--- src/renc_pkg.sv ---
package renc_pkg;

    localparam int unsigned CFG_IDX_W  = 2;
    localparam int unsigned CFG_DATA_W = 21;

    // Register indexes of the configuration port.
    localparam logic [CFG_IDX_W-1:0] REG_ALPHABET = 2'd0;
    localparam logic [CFG_IDX_W-1:0] REG_TOTAL    = 2'd1;
    localparam logic [CFG_IDX_W-1:0] REG_OFFSET   = 2'd2;
    localparam logic [CFG_IDX_W-1:0] REG_CAPACITY = 2'd3;

    // Input item modes.
    localparam logic [1:0] MODE_LOAD   = 2'd0;
    localparam logic [1:0] MODE_ENCODE = 2'd1;
    localparam logic [1:0] MODE_FINISH = 2'd2;

    // Block status codes.
    localparam logic [1:0] ST_OK       = 2'd0;
    localparam logic [1:0] ST_OVERFLOW = 2'd1;
    localparam logic [1:0] ST_ZEROFREQ = 2'd2;

    localparam logic KIND_RUN    = 1'b0;
    localparam logic KIND_STATUS = 1'b1;

    localparam int unsigned FLUSH_SHIFTS = 5;
    localparam logic [20:0] PENDING_MAX  = 21'h1F_FFFF;

    typedef struct packed {
        logic [1:0]         mode;
        logic signed [15:0] symbol_value;
        logic [7:0]         table_index;
        logic [16:0]        table_cumulative;
        logic [16:0]        table_frequency;
    } t_in_item;

    typedef struct packed {
        logic        kind;
        logic [7:0]  byte_value;
        logic [20:0] repeat_count;
        logic [1:0]  status;
        logic [20:0] total_bytes;
        logic        last;
    } t_out_item;

    typedef enum logic [3:0] {
        S_IDLE,
        S_READ,
        S_DIV,
        S_MUL_FREQ,
        S_MUL_CUM,
        S_NORM,
        S_SHIFT,
        S_EMIT_CACHE,
        S_EMIT_PEND,
        S_SHIFT_END,
        S_DONE,
        S_STATUS
    } t_state;

    // Divider handshake.
    typedef struct packed {
        logic        start;
        logic [31:0] dividend;
        logic [16:0] divisor;
    } t_div_req;

    typedef struct packed {
        logic        done;
        logic [31:0] quotient;
    } t_div_rsp;

endpackage

--- src/renc_div.sv ---
module renc_div (
    input  logic               i_clk,
    input  logic               i_rst_n,
    input  renc_pkg::t_div_req i_req,
    output renc_pkg::t_div_rsp o_rsp
);
    import renc_pkg::*;

    logic [31:0] r_quo, n_quo;
    logic [16:0] r_rem, n_rem;
    logic [16:0] r_dsr;
    logic [5:0]  r_cnt;
    logic        r_busy, r_done;
    logic [17:0] w_trial;
    logic [17:0] w_diff;

    // One quotient bit per cycle, restoring division.
    always_comb begin
        w_trial = {r_rem, r_quo[31]};
        w_diff  = w_trial - {1'b0, r_dsr};
        n_quo   = {r_quo[30:0], ~w_diff[17]};
        n_rem   = w_diff[17] ? w_trial[16:0] : w_diff[16:0];
    end

    always_ff @(posedge i_clk) begin
        if (!i_rst_n) begin
            r_busy <= 1'b0;
            r_done <= 1'b0;
            r_cnt  <= '0;
        end else begin
            r_done <= 1'b0;
            if (i_req.start) begin
                r_busy <= 1'b1;
                r_cnt  <= 6'd0;
            end else if (r_busy) begin
                r_cnt <= r_cnt + 6'd1;
                if (r_cnt == 6'd31) begin
                    r_busy <= 1'b0;
                    r_done <= 1'b1;
                end
            end
        end
    end

    always_ff @(posedge i_clk) begin
        if (i_req.start) begin
            r_quo <= i_req.dividend;
            r_rem <= '0;
            r_dsr <= i_req.divisor;
        end else if (r_busy) begin
            r_quo <= n_quo;
            r_rem <= n_rem;
        end
    end

    assign o_rsp.done     = r_done;
    assign o_rsp.quotient = r_quo;
endmodule

--- config.mk ---
export PLATFORM = sky130hd
export DESIGN_NAME = renc_div
export DESIGN_NICKNAME = d
export VERILOG_FILES = /design/src/renc_pkg.sv /design/src/renc_div.sv
export SDC_FILE = /design/constraint.sdc
export NUM_CORES = 1
export LEC_CHECK = 0
export BUFFER_PORTS_ARGS = -buffer_cell sky130_fd_sc_hd__buf_2
export CAP_MARGIN = 20
export CORE_MARGIN = 4
export CORE_UTILIZATION = 58
export CTS_CLUSTER_SIZE = 40
export DETAILED_ROUTE_END_ITERATION = 8
export GPL_ROUTABILITY_DRIVEN = 0
export MAX_ROUTING_LAYER = met4
export PLACE_DENSITY_LB_ADDON = 0.15
export SETUP_SLACK_MARGIN = 0.3
export SLEW_MARGIN = 0
export SYNTH_ARGS = -nofsm -noshare
export SYNTH_HDL_FRONTEND = slang
export SYNTH_SLANG_ARGS = --single-unit
--- constraint.sdc ---
create_clock -name i_clk -period 3.7 [get_ports i_clk]
set_input_delay 0.925 -clock i_clk [delete_from_list [all_inputs] [get_ports i_clk]]
set_output_delay 0.925 -clock i_clk [all_outputs]
set_load 0.05 [all_outputs]
---- After elaboration in Yosys (flattened, before gate mapping) ----
Index checks and enable logic that the tools add are counted.
word-level totals
  register bits ........................... 74
  output and inout port bits .............. 33
  word-level logic and storage cells ...... 22
cells by class
  $add $sub $neg .......................... 2
  equality and inequality tests ........... 1
  multiplexer cells ....................... 7
  bitwise gates (word level) .............. 3
  reduce and logical (&&, ||, !) cells .... 3
operators by type and width
  operator                                       count
  2-to-1 mux 32 bit                              2
  subtractor 18 x 17 -> 18 bit                   1
  2-to-1 mux 17 bit                              1
  adder 6 x 1 -> 6 bit, second input constant    1
  == test 6 x 5 -> 1 bit, second input constant  1
  2-to-1 mux 1 bit                               4
  NOT 1 bit                                      3
  OR reduction 3 bit                             1
  nonzero test 2 bit                             1
  OR reduction 2 bit                             1

---- Longest topological paths before layout ----
  depth in word-level cells ............... 4
  depth in mapped cells ................... 11

---- Least setup slack after synthesis ----
No wires, ideal clock.
  path type ............................... flip-flop to flip-flop
  start point ............................. register r_quo[31]
  end point ............................... register r_rem[16]
  setup time .............................. 87 ps
  arrival time ............................ 2511 ps
  data required time ...................... 3613 ps
  slack ................................... 1102 ps
  cell stages (with the launch flop) ...... 11
  clock period less this slack ............ 2598 ps
  cell sequence ........................... edfxtp_1 > inv_1 > ha_1 > fa_1 > nor2b_1 > o31a_1 > o21a_1 > o41ai_1 > o21ai_0 > xnor2_1 > o31ai_1
between the ends
  longest elaborated chain between the ends .. 2
ends and longest elaborated chain
  element                       line            source
  from (decl)                   renc_div.sv:9   logic [31:0] r_quo, n_quo;
  from (signal assigned)        renc_div.sv:47  r_quo <= i_req.dividend;
  from (signal assigned)        renc_div.sv:51  r_quo <= n_quo;
  subtractor 18 x 17 -> 18 bit  renc_div.sv:20  w_diff = w_trial - {1'b0, r_dsr};
  2-to-1 mux 17 bit             renc_div.sv:22  n_rem = w_diff[17] ? w_trial[16:0] : w_diff[16:0];
  to (signal assigned)          renc_div.sv:52  r_rem <= n_rem;
  to (decl)                     renc_div.sv:10  logic [16:0] r_rem, n_rem;
Every way passes these cells.
A chain may end at the register's enable or synchronous reset.

---- Worst setup path after layout ----
  start point ............................. register r_dsr[1]
  end point ............................... register r_rem[1]
between the ends
  longest elaborated chain between the ends .. 2
ends and longest elaborated chain
  element                       line            source
  from (decl)                   renc_div.sv:11  logic [16:0] r_dsr;
  from (signal assigned)        renc_div.sv:49  r_dsr <= i_req.divisor;
  subtractor 18 x 17 -> 18 bit  renc_div.sv:20
  2-to-1 mux 17 bit             renc_div.sv:22
Every way passes these cells.

==> results.py <==
metrics = {
    "min_path": {
        "hp-class": "reg -> reg",
        "hold_depth": 1,
    },
    "yosys": {
        "synth_seq_cells": 74,
        "synth_warnings": 0,
        "synthDistinctLibCells": 50,
        "syn_nets": 393,
        "synth_compound_area_share_pct": 11.6,
        "yosys.area.top_type": "edfxtp_1",
        "synth_area_sq_um": 3790,
        "yosys.cell_count.top_type": "edfxtp_1",
        "synth_xor_xnor_area_share_pct": 3.69,
        "synth_ff_type": "edfxtp_1",
        "synth_fa_ha_area_share_pct": 6.46,
        "syn_avg_cell_area_sq_um": 11.8,
        "seq_area_frac_synth_pct": 52.0,
        "ys_top_cells_by_count": "edfxtp_1, mux2_2, dfxtp_1",
        "synth_edf_count": 49,
        "synthSimpleGateAreaFrac_pct": 9.13,
        "muxShareOfSynthArea_pct": 13.2,
        "async_reset_ff_share_pct": 0,
        "synth_area_leaders": "edfxtp_1, dfxtp_1, mux2_2, ha_1, mux2i_1",
        "yosysTopAreaCellShare_pct": 38.8,
        "synth_top_family_by_area": "multiplexers",
        "synth_cells": 322,
    },
    "flow_run": {
        "drv_cap": 0,
    },
    "global_routing": {
        "grt_pass1_wl_um": 12700,
        "track_usage_pct": 21.7,
        "grt_overflow": 0,
        "antenna_found_initial": 0,
        "grt_max_degree": 39,
        "grt_pass1_vias": 2794,
    },
    "cells_and_area": {
        "area_growth_pct": 17.9,
        "drive_gt1_share_pct": 32.9,
        "fin_nets": 482,
        "diodes": 0,
    },
    "sta": {
        "grt_setup_unrepaired": "no",
        "relSlewSlack_pct": 61.5,
        "period_share_pct": 73.4,
        "max_freq_mhz": 368,
        "hold_viol_final": 0,
        "report.final.slew_viol_count": 0,
        "setup_viol": 0,
        "max_slew.worst_pin.slew_ps": 570,
        "final.setup.tns_ps": 0,
        "finalWorstSetupSlack_ps": 983,
        "timing.final.crit_period_ps": 2720,
        "hold_slack_ps": 469,
        "fin_worst_skew_ps": 10.3,
    },
    "floorplan": {
        "die-width_um": 88.9,
        "dieArea_sq_um": 7900,
        "core_sq_um": 6350,
        "ioPinCount": 85,
        "die_h_um": 88.9,
        "initial_core_util_pct": 59.8,
        "std_cell_rows": 29,
    },
    "detailed_routing": {
        "first_pass_iters": 4,
        "viasPerCell": 5.63,
        "num_vias": 2777,
        "drc": 0,
        "postRouteAntennaNets": 0,
        "routed_wl_um": 7530,
        "wl_per_cell_um": 15.3,
        "drt_iter0_markers": 107,
    },
    "worst_setup_path": {
        "path_delay_family": "simple AND/OR/NAND/NOR gates",
        "crit_fanout": 18,
        "endpoint_kind": "register",
        "start_kind": "register",
        "critPathArrivalTime_ps": 2950,
        "ff2ff_path_depth": 9,
        "path_cells": "inv_1, ha_1, nor2b_1, o2111ai_1, a211oi_1, or4_4, nand3_2, mux2i_1, a22o_1",
        "worst-path-stages": 9,
        "slowest_delay_ps": 540,
        "critPathSlowestCell": "or4_4",
        "worstPathRequired_ps": 3930,
        "critPathKind": "reg -> reg",
        "cp_num_buf_inv": 1,
    },
    "clocking": {
        "clk_latency_ps": 340,
        "cts_root_buf": "clkbuf_8",
        "clock_path_buffers": 2,
        "cts_tree": "done",
        "cts-resized-gates": 0,
        "clk_pin_slew_ps": 80,
        "cts.sinks": 74,
        "cts_setup_buffers": 0,
        "numCtsBuffers": 9,
        "h-tree-depth": 3,
        "postCtsHoldBufs": 0,
    },
    "power_and_ir_drop": {
        "p_leak_nw": 1.85,
        "finalPower_mw": 2.07,
        "ir_drop_mv": 0.313,
        "p_per_area_nw_per_um2": 463,
    },
    "place": {
        "post-place-ws_ps": 991,
        "placement.io_buffers": 84,
        "hpwlAfterDp_um": 5540,
    },
    "outcome": {
        "outcome": "complete, no violations",
    },
}
-- placed cells by master, fill, tap and decap left out, types with 8 or more instances in the layout --
cell,count
edfxtp_1,49
xnor2_1,11
clkbuf_8,10
buf_2,84
o21a_1,8
nand2_1,17
inv_1,22
ha_1,18
o21ai_0,12
nor2_1,19
a21oi_1,13
dfxtp_1,25
mux2_2,31
mux2i_1,15
a211oi_1,10
-- state kept, by name (all words and copies together), names as in the netlist --
register  flops
r_quo        32
r_cnt         6
r_rem        17
r_done        1
r_busy        1
r_dsr        17
-- logic make-up (layout without fill, tap and decap cells) --
group,after synthesis,count (layout)
fa+ha+maj,19,19
mux,46,46
flops,74,74
compound gates,66,66
simple gates,68,68
buf+inv,33,127
xor+xnor,16,16
-- power by group --
| part | switching [mW] | internal [mW] | leakage (nW) | total, mW |
|---|---|---|---|---|
| Sequential | 0.0336 | 0.957 | 0.693 | 0.991 |
| Combinational | 0.296 | 0.166 | 1.06 | 0.461 |
| Clock | 0.292 | 0.327 | 0.0930 | 0.619 |
-- area by class of cell --
type	count	area [sq um]
clock buffer	11	141
fill	482	1870
sequential	74	1970
clock inverter	5	53.8
multi-input combinational	215	1670
inverter	22	82.6
timing repair buffer	89	458
tap	77	96.3
-- path summary, 6_finish.rpt --
path / from / endpoint / slack [ps]
setup / recovery: r_dsr[1]$_DFFE_PP_ / r_rem[1]$_SDFFE_PP0P_ / 980
hold / removal: r_cnt[5]$_SDFFE_PP0P_ / r_done$_SDFF_PP0_ / 470
setup reg to reg: r_dsr[1]$_DFFE_PP_ / r_rem[1]$_SDFFE_PP0P_ / 980
hold reg to reg: r_cnt[5]$_SDFFE_PP0P_ / r_done$_SDFF_PP0_ / 470
-- layer usage --
layer	global-route usage, %	vias to the layer above	wire length, um
met5	-	-	0
met4	9.07	0	107
met3	4.33	10	452
met2	34.6	80	3660
met1	26.9	1313	3310
li1	-	1374	-
-- metrics by stage --
stage                     instance area [sq um]  util, %  instances
after floorplan                            3790        -        322
after global placement                     4280     67.4        477
after detailed placement                   4280     67.4        477
after CTS                                  4480     70.5        493
after global routing                       4480     70.5        493
final                                      4480     70.5        493
(Power assumes the default switching activity.)
